File: config.mk
export PLATFORM = sky130hd
export DESIGN_NAME = postfix_expression_evaluator_flat
export DESIGN_NICKNAME = d
export VERILOG_FILES = /design/src/hw/rtl/pfe_pkg.sv /design/src/hw/rtl/pfe_in_if.sv /design/src/hw/rtl/pfe_out_if.sv /design/src/hw/rtl/pfe_ram.sv /design/src/hw/rtl/pfe_div.sv /design/src/hw/rtl/pfe_front.sv /design/src/hw/rtl/pfe_queue.sv /design/src/hw/rtl/pfe_back.sv /design/src/hw/rtl/postfix_expression_evaluator.sv /design/src/flat_wrapper.sv
export SDC_FILE = /design/constraint.sdc
export NUM_CORES = 2
export LEC_CHECK = 0
export ABC_CLOCK_PERIOD_IN_PS = 8600
export BUFFER_PORTS_ARGS = -buffer_cell sky130_fd_sc_hd__buf_2
export CORE_AREA = 5 5 493 373
export CTS_CLUSTER_DIAMETER = 80
export DETAILED_ROUTE_END_ITERATION = 8
export DIE_AREA = 0 0 498 378
export GPL_TIMING_DRIVEN = 0
export HOLD_SLACK_MARGIN = 0.03
export PLACE_DENSITY_LB_ADDON = 0.05
export SETUP_SLACK_MARGIN = 0.4
export SLEW_MARGIN = 30
export SYNTH_ARGS = -nofsm -noshare
export SYNTH_HDL_FRONTEND = slang
export SYNTH_HIERARCHICAL = 1
export SYNTH_SLANG_ARGS = --single-unit
File: constraint.sdc
create_clock -name clk -period 8.6 [get_ports clk]
set_input_delay 1.72 -clock clk [delete_from_list [all_inputs] [get_ports clk]]
set_output_delay 1.72 -clock clk [all_outputs]
set_load 0.01 [all_outputs]
File: src/hw/rtl/pfe_pkg.sv
// Shared types and constants for the postfix expression evaluator.
// Depends on nothing; every other file but pfe_ram imports it.
`timescale 1ns / 1ps

package pfe_pkg;

  localparam int CHAR_W      = 8;
  localparam int VALUE_W     = 32;
  localparam int DIGIT_W     = 4;
  localparam int STACK_DEPTH = 16;
  localparam int STACK_AW    = $clog2(STACK_DEPTH);
  localparam int CNT_W       = $clog2(STACK_DEPTH + 1);
  localparam int Q_DEPTH     = 2;
  localparam int Q_AW        = $clog2(Q_DEPTH);
  localparam int DIV_CNT_W   = $clog2(VALUE_W + 1);

  localparam logic [CHAR_W-1:0]  CHAR_PLUS  = 8'h2B;
  localparam logic [CHAR_W-1:0]  CHAR_MINUS = 8'h2D;
  localparam logic [CHAR_W-1:0]  CHAR_STAR  = 8'h2A;
  localparam logic [CHAR_W-1:0]  CHAR_SLASH = 8'h2F;
  localparam logic [CHAR_W-1:0]  CHAR_ZERO  = 8'h30;
  localparam logic [CHAR_W-1:0]  DIGIT_MAX  = 8'd9;
  localparam logic [VALUE_W-1:0] EMPTY_VALUE = {1'b1, {(VALUE_W-1){1'b0}}};

  typedef enum logic [1:0] {
    KIND_NOP  = 2'd0,
    KIND_PUSH = 2'd1,
    KIND_OP   = 2'd2
  } kind_t;

  typedef enum logic [1:0] {
    OP_ADD = 2'd0,
    OP_SUB = 2'd1,
    OP_MUL = 2'd2,
    OP_DIV = 2'd3
  } op_t;

  typedef struct packed {
    kind_t              kind;
    op_t                op;
    logic [DIGIT_W-1:0] digit;
    logic               last;
  } cmd_t;

endpackage

File: src/hw/rtl/pfe_in_if.sv
// Input channel: one expression character per word, with valid/ready.
// Depends on pfe_pkg for field widths.
`timescale 1ns / 1ps

interface pfe_in_if;
  import pfe_pkg::*;

  logic              valid;
  logic              ready;
  logic [CHAR_W-1:0] char_code;
  logic              last;

  modport source (output valid, output char_code, output last, input ready);
  modport sink   (input valid, input char_code, input last, output ready);
endinterface

File: src/hw/rtl/pfe_out_if.sv
// Result channel: popped value and sticky flags, with valid/ready.
// Depends on pfe_pkg for field widths.
`timescale 1ns / 1ps

interface pfe_out_if;
  import pfe_pkg::*;

  logic                      valid;
  logic                      ready;
  logic signed [VALUE_W-1:0] value;
  logic                      underflow;
  logic                      overflow;
  logic                      div_by_zero;

  modport source (output valid, output value, output underflow, output overflow,
                  output div_by_zero, input ready);
  modport sink   (input valid, input value, input underflow, input overflow,
                  input div_by_zero, output ready);
endinterface

File: src/hw/rtl/pfe_ram.sv
// Generic single-write, single-read RAM with registered read data.
// Depends on nothing.
`timescale 1ns / 1ps

module pfe_ram #(
  parameter int WIDTH = 32,
  parameter int DEPTH = 16
) (
  input  logic                     clk,
  input  logic                     wr_en,
  input  logic [$clog2(DEPTH)-1:0] wr_addr,
  input  logic [WIDTH-1:0]         wr_data,
  input  logic [$clog2(DEPTH)-1:0] rd_addr,
  output logic [WIDTH-1:0]         rd_data
);

  logic [WIDTH-1:0] mem [DEPTH];

  always_ff @(posedge clk) begin
    if (wr_en) begin
      mem[wr_addr] <= wr_data;
    end
    rd_data <= mem[rd_addr];
  end

endmodule

File: src/hw/rtl/pfe_div.sv
// Iterative signed divider, truncating toward zero, one quotient bit a cycle.
// Depends on pfe_pkg. Divisor must be non-zero when started.
`timescale 1ns / 1ps

module pfe_div (
  input  logic                        clk,
  input  logic                        rst,
  input  logic                        start,
  input  logic [pfe_pkg::VALUE_W-1:0] num,
  input  logic [pfe_pkg::VALUE_W-1:0] den,
  output logic                        done,
  output logic [pfe_pkg::VALUE_W-1:0] quotient
);
  import pfe_pkg::*;

  logic                 busy;
  logic                 neg;
  logic [DIV_CNT_W-1:0] cnt;
  logic [VALUE_W-1:0]   rem;
  logic [VALUE_W-1:0]   quo;
  logic [VALUE_W-1:0]   den_r;
  logic [VALUE_W:0]     rem_sh;
  logic [VALUE_W:0]     diff;

  assign rem_sh   = {rem, quo[VALUE_W-1]};
  assign diff     = rem_sh - {1'b0, den_r};
  assign quotient = neg ? (VALUE_W'(0) - quo) : quo;

  always_ff @(posedge clk) begin
    if (rst) begin
      busy <= 1'b0;
      done <= 1'b0;
    end else begin
      done <= busy && !start && cnt == DIV_CNT_W'(1);
      if (start) begin
        busy  <= 1'b1;
        neg   <= num[VALUE_W-1] ^ den[VALUE_W-1];
        quo   <= num[VALUE_W-1] ? (VALUE_W'(0) - num) : num;
        den_r <= den[VALUE_W-1] ? (VALUE_W'(0) - den) : den;
        rem   <= '0;
        cnt   <= DIV_CNT_W'(VALUE_W);
      end else if (busy) begin
        if (!diff[VALUE_W]) begin
          rem <= diff[VALUE_W-1:0];
          quo <= {quo[VALUE_W-2:0], 1'b1};
        end else begin
          rem <= rem_sh[VALUE_W-1:0];
          quo <= {quo[VALUE_W-2:0], 1'b0};
        end
        cnt <= cnt - 1'b1;
        if (cnt == DIV_CNT_W'(1)) begin
          busy <= 1'b0;
        end
      end
    end
  end

endmodule

File: src/hw/rtl/pfe_front.sv
// Front end: accept characters, classify them into stack commands.
// Depends on pfe_pkg and pfe_in_if; drops ignored characters unless last.
`timescale 1ns / 1ps

module pfe_front (
  input  logic           clk,
  input  logic           rst,
  pfe_in_if.sink         feed,
  output logic           cmd_valid,
  output pfe_pkg::cmd_t  cmd_word,
  input  logic           cmd_ready
);
  import pfe_pkg::*;

  logic              hold_valid;
  cmd_t              hold_word;
  cmd_t              cls;
  logic              keep;
  logic [CHAR_W-1:0] offset;

  assign feed.ready = !hold_valid || cmd_ready;
  assign cmd_valid  = hold_valid;
  assign cmd_word   = hold_word;
  assign offset     = feed.char_code - CHAR_ZERO;

  always_comb begin
    cls.kind  = KIND_NOP;
    cls.op    = OP_ADD;
    cls.digit = offset[DIGIT_W-1:0];
    cls.last  = feed.last;
    case (feed.char_code)
      CHAR_PLUS: begin
        cls.kind = KIND_OP;
        cls.op   = OP_ADD;
      end
      CHAR_MINUS: begin
        cls.kind = KIND_OP;
        cls.op   = OP_SUB;
      end
      CHAR_STAR: begin
        cls.kind = KIND_OP;
        cls.op   = OP_MUL;
      end
      CHAR_SLASH: begin
        cls.kind = KIND_OP;
        cls.op   = OP_DIV;
      end
      default: begin
        if (feed.char_code >= CHAR_ZERO && offset <= DIGIT_MAX) begin
          cls.kind = KIND_PUSH;
        end
      end
    endcase
    keep = (cls.kind != KIND_NOP) || feed.last;
  end

  always_ff @(posedge clk) begin
    if (rst) begin
      hold_valid <= 1'b0;
    end else if (feed.valid && feed.ready) begin
      hold_valid <= keep;
      hold_word  <= cls;
    end else if (cmd_ready) begin
      hold_valid <= 1'b0;
    end
  end

endmodule

File: src/hw/rtl/pfe_queue.sv
// Short command queue between front and back ends.
// Depends on pfe_pkg.
`timescale 1ns / 1ps

module pfe_queue (
  input  logic           clk,
  input  logic           rst,
  input  logic           in_valid,
  input  pfe_pkg::cmd_t  in_word,
  output logic           in_ready,
  output logic           out_valid,
  output pfe_pkg::cmd_t  out_word,
  input  logic           out_ready
);
  import pfe_pkg::*;

  cmd_t            slots [Q_DEPTH];
  logic [Q_AW-1:0] wr_ptr;
  logic [Q_AW-1:0] rd_ptr;
  logic [Q_AW:0]   fill;
  logic            push;
  logic            pop;

  assign in_ready  = fill < (Q_AW+1)'(Q_DEPTH);
  assign out_valid = fill != '0;
  assign out_word  = slots[rd_ptr];
  assign push      = in_valid && in_ready;
  assign pop       = out_valid && out_ready;

  always_ff @(posedge clk) begin
    if (push) begin
      slots[wr_ptr] <= in_word;
    end
  end

  always_ff @(posedge clk) begin
    if (rst) begin
      wr_ptr <= '0;
      rd_ptr <= '0;
      fill   <= '0;
    end else begin
      if (push) begin
        wr_ptr <= wr_ptr + 1'b1;
      end
      if (pop) begin
        rd_ptr <= rd_ptr + 1'b1;
      end
      if (push && !pop) begin
        fill <= fill + 1'b1;
      end else if (pop && !push) begin
        fill <= fill - 1'b1;
      end
    end
  end

endmodule

File: src/hw/rtl/pfe_back.sv
// Back end: operand stack, arithmetic, divider and result register.
// Depends on pfe_pkg, pfe_out_if, pfe_ram and pfe_div.
`timescale 1ns / 1ps

module pfe_back (
  input  logic           clk,
  input  logic           rst,
  input  logic           cmd_valid,
  input  pfe_pkg::cmd_t  cmd_word,
  output logic           cmd_ready,
  pfe_out_if.source      result
);
  import pfe_pkg::*;

  typedef enum logic [7:0] {
    S_IDLE    = 8'b0000_0001,
    S_POP_R   = 8'b0000_0010,
    S_POP_L   = 8'b0000_0100,
    S_EXEC    = 8'b0000_1000,
    S_DIV     = 8'b0001_0000,
    S_PUSH    = 8'b0010_0000,
    S_FIN_RD  = 8'b0100_0000,
    S_FIN_OUT = 8'b1000_0000
  } state_t;

  state_t              state;
  cmd_t                cmd;
  logic [CNT_W-1:0]    count;
  logic [CNT_W-1:0]    cnt_m1;
  logic [CNT_W-1:0]    cnt_m2;
  logic                full;
  logic                empty;
  logic                flag_under;
  logic                flag_over;
  logic                flag_divz;
  logic [VALUE_W-1:0]  left;
  logic [VALUE_W-1:0]  right;
  logic [VALUE_W-1:0]  acc;
  logic                out_valid;
  logic [VALUE_W-1:0]  out_value;
  logic                out_under;
  logic                out_over;
  logic                out_divz;
  logic                rd_en_hold;
  logic [STACK_AW-1:0] rd_addr;
  logic [VALUE_W-1:0]  rd_data;
  logic                wr_en;
  logic [VALUE_W-1:0]  wr_data;
  logic                div_start;
  logic                div_done;
  logic [VALUE_W-1:0]  div_quo;

  assign cnt_m1    = count - 1'b1;
  assign cnt_m2    = count - 2'd2;
  assign full      = count >= CNT_W'(STACK_DEPTH);
  assign empty     = count == '0;
  assign cmd_ready = state == S_IDLE;

  assign result.valid       = out_valid;
  assign result.value       = out_value;
  assign result.underflow   = out_under;
  assign result.overflow    = out_over;
  assign result.div_by_zero = out_divz;

  always_comb begin
    rd_en_hold = 1'b0;
    rd_addr    = cnt_m1[STACK_AW-1:0];
    wr_en      = 1'b0;
    wr_data    = acc;
    div_start  = 1'b0;
    unique case (state) inside
      S_IDLE: begin
        wr_en   = cmd_valid && cmd_word.kind == KIND_PUSH && !full;
        wr_data = VALUE_W'(cmd_word.digit);
      end
      S_POP_R: rd_addr = cnt_m2[STACK_AW-1:0];
      S_EXEC:  div_start = cmd.op == OP_DIV && right != '0;
      S_PUSH:  wr_en = !full;
      S_FIN_RD, S_FIN_OUT: rd_en_hold = 1'b1;
      default: ;
    endcase
  end

  pfe_ram #(
    .WIDTH (VALUE_W),
    .DEPTH (STACK_DEPTH)
  ) u_stack (
    .clk     (clk),
    .wr_en   (wr_en),
    .wr_addr (count[STACK_AW-1:0]),
    .wr_data (wr_data),
    .rd_addr (rd_addr),
    .rd_data (rd_data)
  );

  pfe_div u_div (
    .clk      (clk),
    .rst      (rst),
    .start    (div_start),
    .num      (left),
    .den      (right),
    .done     (div_done),
    .quotient (div_quo)
  );

  always_ff @(posedge clk) begin
    if (rst) begin
      state      <= S_IDLE;
      count      <= '0;
      flag_under <= 1'b0;
      flag_over  <= 1'b0;
      flag_divz  <= 1'b0;
      out_valid  <= 1'b0;
    end else begin
      if (result.valid && result.ready && state != S_FIN_OUT) begin
        out_valid <= 1'b0;
      end
      unique case (state)
        S_IDLE: begin
          if (cmd_valid) begin
            cmd <= cmd_word;
            unique case (cmd_word.kind)
              KIND_PUSH: begin
                if (full) begin
                  flag_over <= 1'b1;
                end else begin
                  count <= count + 1'b1;
                end
                state <= cmd_word.last ? S_FIN_RD : S_IDLE;
              end
              KIND_OP: state <= S_POP_R;
              default: state <= cmd_word.last ? S_FIN_RD : S_IDLE;
            endcase
          end
        end
        S_POP_R: begin
          if (empty) begin
            flag_under <= 1'b1;
            right      <= EMPTY_VALUE;
          end else begin
            right <= rd_data;
            count <= cnt_m1;
          end
          state <= S_POP_L;
        end
        S_POP_L: begin
          if (empty) begin
            flag_under <= 1'b1;
            left       <= EMPTY_VALUE;
          end else begin
            left  <= rd_data;
            count <= cnt_m1;
          end
          state <= S_EXEC;
        end
        S_EXEC: begin
          state <= div_start ? S_DIV : S_PUSH;
          case (cmd.op)
            OP_ADD: acc <= left + right;
            OP_SUB: acc <= left - right;
            OP_MUL: acc <= left * right;
            default: begin
              if (right == '0) begin
                flag_divz <= 1'b1;
                acc       <= '0;
              end
            end
          endcase
        end
        S_DIV: begin
          if (div_done) begin
            acc   <= div_quo;
            state <= S_PUSH;
          end
        end
        S_PUSH: begin
          if (full) begin
            flag_over <= 1'b1;
          end else begin
            count <= count + 1'b1;
          end
          state <= cmd.last ? S_FIN_RD : S_IDLE;
        end
        S_FIN_RD: begin
          state <= S_FIN_OUT;
        end
        S_FIN_OUT: begin
          if (rd_en_hold && (!out_valid || result.ready)) begin
            out_valid  <= 1'b1;
            out_value  <= empty ? EMPTY_VALUE : rd_data;
            out_under  <= flag_under || empty;
            out_over   <= flag_over;
            out_divz   <= flag_divz;
            count      <= '0;
            flag_under <= 1'b0;
            flag_over  <= 1'b0;
            flag_divz  <= 1'b0;
            state      <= S_IDLE;
          end
        end
        default: state <= S_IDLE;
      endcase
    end
  end

endmodule

File: src/hw/rtl/postfix_expression_evaluator.sv
// Postfix expression evaluator: front end, command queue and stack back end.
// Depends on pfe_pkg, pfe_in_if, pfe_out_if, pfe_front, pfe_queue, pfe_back.
//
// Usage:
//   feed   - one character word per handshake: digits push 0..9, + - * /
//            operate on the top two stack entries, anything else is ignored.
//            Mark the final character of an expression with last.
//   result - one word per expression, after its last character: the popped
//            top of stack (most negative value if empty) and the sticky
//            underflow, overflow and division-by-zero flags of that expression.
// Timing:
//   The front end takes a character every cycle while the queue has room.
//   In the back end a push is written from idle; an operator steps through
//   pop-right, pop-left, execute and push; a non-zero division waits on the
//   bit-serial divider. Final pop and result load follow the last character.
// Reset clears the stack depth, the flags, the queue and the result valid bit;
// stack contents are not cleared. A stalled result holds in the output
// register while the back end keeps working, and the back end waits only
// when the next result is ready to load.
`timescale 1ns / 1ps

module postfix_expression_evaluator (
  input  logic      clk,
  input  logic      rst,
  pfe_in_if.sink    feed,
  pfe_out_if.source result
);
  import pfe_pkg::*;

  logic fq_valid;
  cmd_t fq_word;
  logic fq_ready;
  logic qb_valid;
  cmd_t qb_word;
  logic qb_ready;

  pfe_front u_front (
    .clk       (clk),
    .rst       (rst),
    .feed      (feed),
    .cmd_valid (fq_valid),
    .cmd_word  (fq_word),
    .cmd_ready (fq_ready)
  );

  pfe_queue u_queue (
    .clk       (clk),
    .rst       (rst),
    .in_valid  (fq_valid),
    .in_word   (fq_word),
    .in_ready  (fq_ready),
    .out_valid (qb_valid),
    .out_word  (qb_word),
    .out_ready (qb_ready)
  );

  pfe_back u_back (
    .clk       (clk),
    .rst       (rst),
    .cmd_valid (qb_valid),
    .cmd_word  (qb_word),
    .cmd_ready (qb_ready),
    .result    (result)
  );

endmodule

File: src/flat_wrapper.sv
// flat-port wrapper written by rule: the top's interface ports become plain ports
module postfix_expression_evaluator_flat import pfe_pkg::*;
  (clk, rst, feed_valid, feed_char_code, feed_last, feed_ready, result_valid, result_value, result_underflow, result_overflow, result_div_by_zero, result_ready);
  pfe_in_if feed_i ();
  pfe_out_if result_i ();
  input  logic clk;
  input  logic rst;
  input wire logic [$bits(feed_i.valid)-1:0] feed_valid;
  input wire logic [$bits(feed_i.char_code)-1:0] feed_char_code;
  input wire logic [$bits(feed_i.last)-1:0] feed_last;
  output wire logic [$bits(feed_i.ready)-1:0] feed_ready;
  output wire logic [$bits(result_i.valid)-1:0] result_valid;
  output wire logic [$bits(result_i.value)-1:0] result_value;
  output wire logic [$bits(result_i.underflow)-1:0] result_underflow;
  output wire logic [$bits(result_i.overflow)-1:0] result_overflow;
  output wire logic [$bits(result_i.div_by_zero)-1:0] result_div_by_zero;
  input wire logic [$bits(result_i.ready)-1:0] result_ready;
  assign feed_i.valid = feed_valid;
  assign feed_i.char_code = feed_char_code;
  assign feed_i.last = feed_last;
  assign feed_ready = feed_i.ready;
  assign result_valid = result_i.valid;
  assign result_value = result_i.value;
  assign result_underflow = result_i.underflow;
  assign result_overflow = result_i.overflow;
  assign result_div_by_zero = result_i.div_by_zero;
  assign result_i.ready = result_ready;
  postfix_expression_evaluator u_core (.clk(clk), .rst(rst), .feed(feed_i), .result(result_i));
endmodule
---- Yosys cells after proc, flatten, opt, wreduce, memory -nomap -nowiden ----
Memories as Yosys holds them, arrays and structs flattened. A register that Yosys moved wholly into a read port is not among the register bits.
Cells that the tools add are included.
word-level totals
  memories ................................ 2
  RAM bits ................................ 530
  word-level logic and storage cells ...... 200
  bits in latches ......................... 0
  output and inout bits ................... 37
  bits of input ports ..................... 13
  bits in read-only memories .............. 0
  bits in registers ....................... 270
cells by class
  equality and inequality tests ........... 28
  divide/modulo/power cells ............... 0
  add/subtract/negate cells ............... 15
  muxes and demuxes ....................... 62
  reduce and logical (&&, ||, !) cells .... 55
  shifts and indexed selects .............. 0
  bitwise operators ....................... 2
  order comparisons ....................... 4
  multiply operators ...................... 1
memories
  name                       words  width  rd ports  clocked after memory_dff  write ports  line             text
  u_core.u_back.u_stack.mem  16     32     1         1                         1            pfe_ram.sv:17    logic [WIDTH-1:0] mem [DEPTH];
  u_core.u_queue.slots       2      9      1         1                         1            pfe_queue.sv:17  cmd_t slots [Q_DEPTH];
operator list
  operator                                            count
  2-to-1 mux 32 bit                                   10
  one-hot mux 32 bit (3 select lines)                 1
  subtractor 1 x 32 -> 32 bit (first input constant)  3
  one-hot mux 32 bit (2 select lines)                 1
  one-hot mux 8 bit (8 select lines)                  1
  == test 8 x 6 -> 1 bit (second input constant)      5
  subtractor 33 x 32 -> 33 bit                        1
  adder 32 bit                                        1
  zero test 32 bit                                    1
  multiplier 32 x 32 -> 32 bit                        1
  nonzero test 32 bit                                 1
  subtractor 32 bit                                   1
  2-to-1 mux 31 bit                                   1
  2-to-1 mux 1 bit                                    25
  2-to-1 mux 5 bit                                    5
  2-to-1 mux 8 bit                                    3
  2-to-1 mux 7 bit                                    3
  one-hot mux 5 bit (4 select lines)                  1
  nonzero test 2 bit                                  8
  logical AND 1 bit                                   14
  2-to-1 mux 6 bit                                    2
  AND reduction 3 bit                                 4
  AND reduction 4 bit                                 3
  AND reduction 2 bit                                 5
  43 further kinds                                    66

---- Logic depth before layout (Yosys ltp) ----
  word-level depth ........................ 8
  gate-level depth with buffers ........... 30
  mapped depth without buffers ............ 28

---- By module ----
The synthesis kept the hierarchy.
by module, submodules not included
  module     area an instance (um^2)  sequential area each (um^2)  cells each  instances
  pfe_back   24380.9                  4364.2                       2601        1
  pfe_ram    19835.3                  16015.4                      838         1
  pfe_div    7696.1                   3133.0                       815         1
  pfe_queue  859.6                    640.6                        51          1
  pfe_front  412.9                    290.3                        28          1

---- Worst setup path after synthesis ----
No wires, ideal clock.
  path kind ............................... flip-flop to flip-flop
  from .................................... register u_core.u_back.right[10]
  to ...................................... register u_core.u_back.acc[0] (enable)
  cell stages (with the launch flop) ...... 7
  clock period less this slack ............ 7.793 ns
  buffers on the path ..................... 1
  data arrival time ....................... 7.200 ns
  required time ........................... 8.006 ns
  library setup time ...................... 0.594 ns
  path slack .............................. 0.807 ns
  path through ............................ edfxtp_1 -> clkbuf_1 -> or3_1 -> nor4_1 -> nand4_1 -> or4_1 -> a2111oi_0
between the ends
  word-level cells in the longest chain between the ends .. 3
RTL lines
  element                                          line             text
  start: declaration                               pfe_back.sv:37   logic [VALUE_W-1:0] right;
  start signal: assignment                         pfe_back.sv:141  right <= rd_data;
  zero test 32 bit                                 pfe_back.sv:163  if (right == '0) begin
  inequality test 5 x 1 -> 1 bit (no source line)  n/a
  AND reduction 4 bit (no source line)             n/a
  end signal: assignment                           pfe_back.sv:160  OP_SUB: acc <= left - right;
  end signal: assignment                           pfe_back.sv:161  OP_MUL: acc <= left * right;
  end signal: assignment                           pfe_back.sv:172  acc <= div_quo;
  end: declaration                                 pfe_back.sv:38   logic [VALUE_W-1:0] acc;
No other way between the ends.
A chain may end at the register's enable or synchronous reset.

---- Worst setup path after layout ----
  from .................................... register u_core.u_back.right[4]
  to ...................................... register u_core.u_back.acc[30] (data pin)
between the ends
  word-level cells in the longest chain between the ends .. 3
  elaborated cells on any way between the ends .. 5
  those cells by class .................... 2 x add/sub; 1 x mul; 2 x mux
RTL lines
  element                                               line             text
  multiplier 32 x 32 -> 32 bit (tied with other cells)  pfe_back.sv:161
  one-hot mux 32 bit (3 select lines) *                 pfe_back.sv:158  case (cmd.op)
  one-hot mux 32 bit (2 select lines) *                 pfe_back.sv:118  unique case (state)
  end signal: assignment                                pfe_back.sv:159  OP_ADD: acc <= left + right;
  end signal: assignment                                pfe_back.sv:160
  end signal: assignment                                pfe_back.sv:161
Every way passes the cells marked *; elsewhere a longest branch is shown, timed or not.

==> results.md <==
### Synthesis
* instance count of the mapped netlist: 4,333
* synthesized area divided by synthesized cell count: 12.27 µm²
* Yosys Warn Count: 6
* mux contribution to synthesized area: 6.183%
* fraction of the mapped netlist area in compound gates: 6.620%
* simple-gate portion of the synthesized area: 11.36%
* fraction of synthesized cell area in xor and xnor cells: 4.348%
* unique cell type count in the Yosys netlist: 85
* summed instance area of the synthesized netlist: 53,180 µm²
* Async S/R FF share, synth: 0%
* post-synthesis net count: 4,961
* Adder-Cell Fraction of Synth Area: 20.26%
* largest family of logic cells by synthesized area: adder cells
* most used flip-flop cell after synthesis: sky130_fd_sc_hd__edfxtp_1
* number of synthesized flops with an enable pin: 776
* portion of the post-synthesis area used by sequential elements: 45.96%
* count of state elements after synthesis: 833

### Critical path
* worst r2r src: u_core/u_back/right[4]$_DFFE_PP_
* slowest stage cell, crit path: sky130_fd_sc_hd__fa_1
* capture point of the worst reg-to-reg path: u_core/u_back/acc[30]$_DFFE_PP_
* maximum fanout encountered on the critical timing path: 5
* Largest stage delay, worst path: 0.54 ns
* crit path capture type: flip-flop
* reg-to-reg slack, setup: 0.43 ns
* type of element launching the critical path: flip-flop
* most frequent cell on the critical path: sky130_fd_sc_hd__fa_1
* critical setup path kind: flip-flop to flip-flop
* worst path arrival time: 8.53 ns
* number of cells on the worst reg-to-reg path: 28
* Crit path required time: 8.96 ns

### Final layout
* final instance count without filler cells: 7,117
* total of fill cells in the finished design: 17.84k
* Layout area overhead: 17.42%
* Final Net Count: 5,261
* fraction of final layout cells with drive strength greater than 1: 14.83%
* Design Area, Final: 62,450 µm²
* most common library cell in the layout ignoring fill and taps: sky130_fd_sc_hd__edfxtp_1
* most used cells in the layout excluding fill and tap cells: sky130_fd_sc_hd__edfxtp_1 (776), sky130_fd_sc_hd__inv_1 (520), sky130_fd_sc_hd__fa_1 (408)

### Drt
* number of iterations in the first detailed-routing pass: 5
* # DRC: 0
* number of nets with antenna violations after detailed routing: 0
* vias after detailed routing: 34.81k
* drt wl/cell: 27.47 µm
* Initial DRC Count: 2,853
* Via density: 4.891
* routed wire length: 195.5 mm

### Clocking
* number of clock sinks: 833
* Reg clk slew, reported paths: 0.06 ns
* Clock Tree Root: sky130_fd_sc_hd__clkbuf_16
* maximum number of buffers from clock root to sink: 3
* number of buffers added by the clock tree synthesis step: 90
* # hold bufs at CTS: 0
* total number of H-tree levels: 3
* worst skew pair latency: 0.69 ns
* clock tree from TritonCTS: yes

### STA
* share of the clock period used by the worst path after layout: 94.98%
* max-slew violation total from the final report: 0
* final hold violations: 0
* Tightest Pin Transition: 1.035 ns
* worst-case clock skew: 0.04803 ns
* number of failing setup endpoints in the final timing report: 0
* Fmax achieved: 122.4 MHz
* setup repair after global routing missed its margin: yes
* Rel. slew slack: 30.99%
* min setup slack post-route: 0.4314 ns
* clock period minus final worst setup slack: 8.169 ns

### Worst hold path
* hold wc startpoint: u_core/u_back/flag_over$_SDFFE_PP0P_
* Hold Path Stages: 0
* path type of the worst min-delay path: flip-flop to flip-flop
* worst min-delay path endpoint: u_core/u_back/result.overflow$_DFFE_PP_

### Die
* I/O pins: 50
* width of the die: 498 µm
* Initial Utilization: 29.70%
* Vert. Die Dim: 378 µm
* die outline area: 188,200 µm²
* FP Rows: 135
* placeable core region: 179,000 µm²

### GRT
* antenna violations before repair: 14
* GR Util All Layers: 20.61%
* GRT overflow: 0
* number of global-route vias before repair: 35.08k
* wire length of the first global-routing pass: 274.8 mm
* largest net degree at the start of global routing: 24

### Power
* total leakage power: 0.02406 µW
* Power Density: 212.0 nW/µm²
* total power after layout: 13,240 µW
* peak supply drop: 0.1354 mV

### Placed design
* Detail Placement HPWL: 147.7 mm
* quantity of I/O buffers inserted on ports: 49
* count of placed standard cells including taps: 6,849
* final weighted congestion in routability-driven placement: 0.8488
* cell area after placement: 57,820 µm²
* setup slack at placement: -1.669 ns

### Status
* outcome: finished, final reports clean

### Flow run
* max_cap viols: 0

-- metrics by stage --
step	TNS [ns]	utilization (%)	hold slack, ns
6_report	0	34.88	0.4302
3_3_place_gp	-209.58	31.52	0.4281
4_1_cts	0	34.76	0.4209
5_1_grt	0	34.86	0.4441
2_1_floorplan	0	-	0.4086
3_5_place_dp	-13.33	32.29	0.4277
-- report_power, final --
group / leakage, µW / internal [µW] / total, µW / switching, µW
Sequential: 0.00759 / 4970 / 5030 / 54.7
Combinational: 0.0151 / 1510 / 4320 / 2810
Clock: 0.00143 / 2250 / 3890 / 1650
-- routing by layer --
| layer | wire length, µm | GRT usage (%) | up-vias | share of wire [%] |
|---|---|---|---|---|
| li1 | - | - | 15530 | - |
| met1 | 98990 | 32.55 | 18070 | 51 |
| met2 | 76720 | 28.01 | 1029 | 39 |
| met3 | 16150 | 5.436 | 170 | 8.3 |
| met4 | 3622 | 3.939 | 0 | 1.9 |
| met5 | 0 | 0 | - | 0 |
-- worst max-delay path by stage --
stage	from	endpoint	cells after the start
floorplan	u_core/u_back/right[10]$_DFFE_PP_	u_core/u_back/acc[0]$_DFFE_PP_	6
global placement	u_core/u_back/right[1]$_DFFE_PP_	u_core/u_back/acc[22]$_DFFE_PP_	8
detailed placement	u_core/u_back/right[16]$_DFFE_PP_	u_core/u_back/acc[31]$_DFFE_PP_	25
CTS	u_core/u_back/right[16]$_DFFE_PP_	u_core/u_back/acc[31]$_DFFE_PP_	25
global route	u_core/u_back/left[7]$_DFFE_PP_	u_core/u_back/acc[30]$_DFFE_PP_	29
finish	u_core/u_back/right[4]$_DFFE_PP_	u_core/u_back/acc[30]$_DFFE_PP_	28
-- cell usage after synthesis (13+ instances only) --
| cell | instances | area share [%] |
|---|---|---|
| sky130_fd_sc_hd__buf_1 | 13 | 0.092 |
| sky130_fd_sc_hd__mux2i_1 | 27 | 0.51 |
| sky130_fd_sc_hd__a22oi_1 | 82 | 1.2 |
| sky130_fd_sc_hd__edfxtp_1 | 776 | 44 |
| sky130_fd_sc_hd__or3_1 | 24 | 0.28 |
| sky130_fd_sc_hd__nor3_1 | 46 | 0.43 |
| sky130_fd_sc_hd__inv_1 | 525 | 3.7 |
| sky130_fd_sc_hd__o21a_1 | 20 | 0.28 |
| sky130_fd_sc_hd__fa_1 | 410 | 15 |
| sky130_fd_sc_hd__clkbuf_1 | 167 | 1.2 |
| sky130_fd_sc_hd__a31oi_1 | 13 | 0.15 |
| sky130_fd_sc_hd__ha_1 | 205 | 4.8 |
| sky130_fd_sc_hd__a21oi_1 | 128 | 1.2 |
| sky130_fd_sc_hd__nand3_1 | 22 | 0.21 |
| sky130_fd_sc_hd__nand2b_1 | 27 | 0.32 |
| sky130_fd_sc_hd__or4_1 | 20 | 0.28 |
| sky130_fd_sc_hd__nand2_1 | 381 | 2.7 |
| sky130_fd_sc_hd__o21ai_0 | 99 | 0.93 |
| sky130_fd_sc_hd__xor2_1 | 75 | 1.2 |
| sky130_fd_sc_hd__a211oi_1 | 16 | 0.23 |
| sky130_fd_sc_hd__mux4_2 | 128 | 5.4 |
| sky130_fd_sc_hd__nand4_1 | 13 | 0.15 |
| sky130_fd_sc_hd__o41ai_1 | 16 | 0.26 |
| sky130_fd_sc_hd__o31ai_1 | 34 | 0.48 |
| sky130_fd_sc_hd__nor2b_1 | 51 | 0.60 |
| sky130_fd_sc_hd__dfxtp_1 | 57 | 2.1 |
| sky130_fd_sc_hd__nand3b_1 | 14 | 0.20 |
| sky130_fd_sc_hd__xnor2_1 | 189 | 3.1 |
| sky130_fd_sc_hd__a21o_1 | 32 | 0.45 |
| sky130_fd_sc_hd__nor2_1 | 207 | 1.5 |
| sky130_fd_sc_hd__and2_1 | 342 | 4.0 |
-- critical path, delay by kind of cell (launching register included) --
kind                     cells  cell delay [ns]
AND/OR/NAND/NOR              3             0.78
adder cells (fa/ha/maj)      9             4.21
buffers and inverters        8             0.67
XOR/XNOR                     1             0.31
flip-flops                   1             0.41
AO/OA/AOI/OAI                7             1.46
-- cells by family (layout without fill, tap and decap cells) --
group | count (synthesis) | after routing
and+or+nand+nor | 1196 | 1196
xor gates and xnor gates | 264 | 264
DFF | 833 | 833
AOI/OAI and AO/OA | 529 | 529
adders and majority gates | 615 | 615
muxes | 167 | 167
buffers and inverters | 729 | 1102
other | 0 | 14
-- sequential cells by signal, indices dropped and copies added, names as in the netlist, 2 cells and up, named ones only --
name                           cells
u_core/u_back/u_div/den_r         32
u_core/u_back/acc                 32
u_core/u_back/state                8
u_core/u_back/right               32
u_core/u_queue/fill                2
u_core/u_back/cmd                  3
u_core/u_queue/slots              18
u_core/u_front/cmd_word            9
u_core/u_back/result.value        32
u_core/u_back/u_div/cnt            6
u_core/u_back/u_div/rem           32
u_core/u_back/u_stack/rd_data     32
u_core/u_back/u_div/quo           32
u_core/u_back/count                5
u_core/u_back/left                32
u_core/u_back/u_stack/mem        512
-- cell type report --
cell class	count	area (µm²)	share of cell area (%)
buffer	203	1481	2.372
multi-input combinational	2771	26400	42.27
antenna	14	35.03	0.05610
tap	2397	2999	4.803
inverter	526	1974	3.162
timing repair buffer	208	2168	3.472
clock inverter	32	320.3	0.5129
sequential	833	24440	39.14
clock buffer	133	2630	4.211
-- repair_timing --
item	4_1_cts	5_1_grt
endpoints found under the setup margin	17	14
pin swaps	41	23
gates cloned	2	0
buffers inserted	82	5
gates resized for setup	217	46
Power figures use the tool's default switching activity.
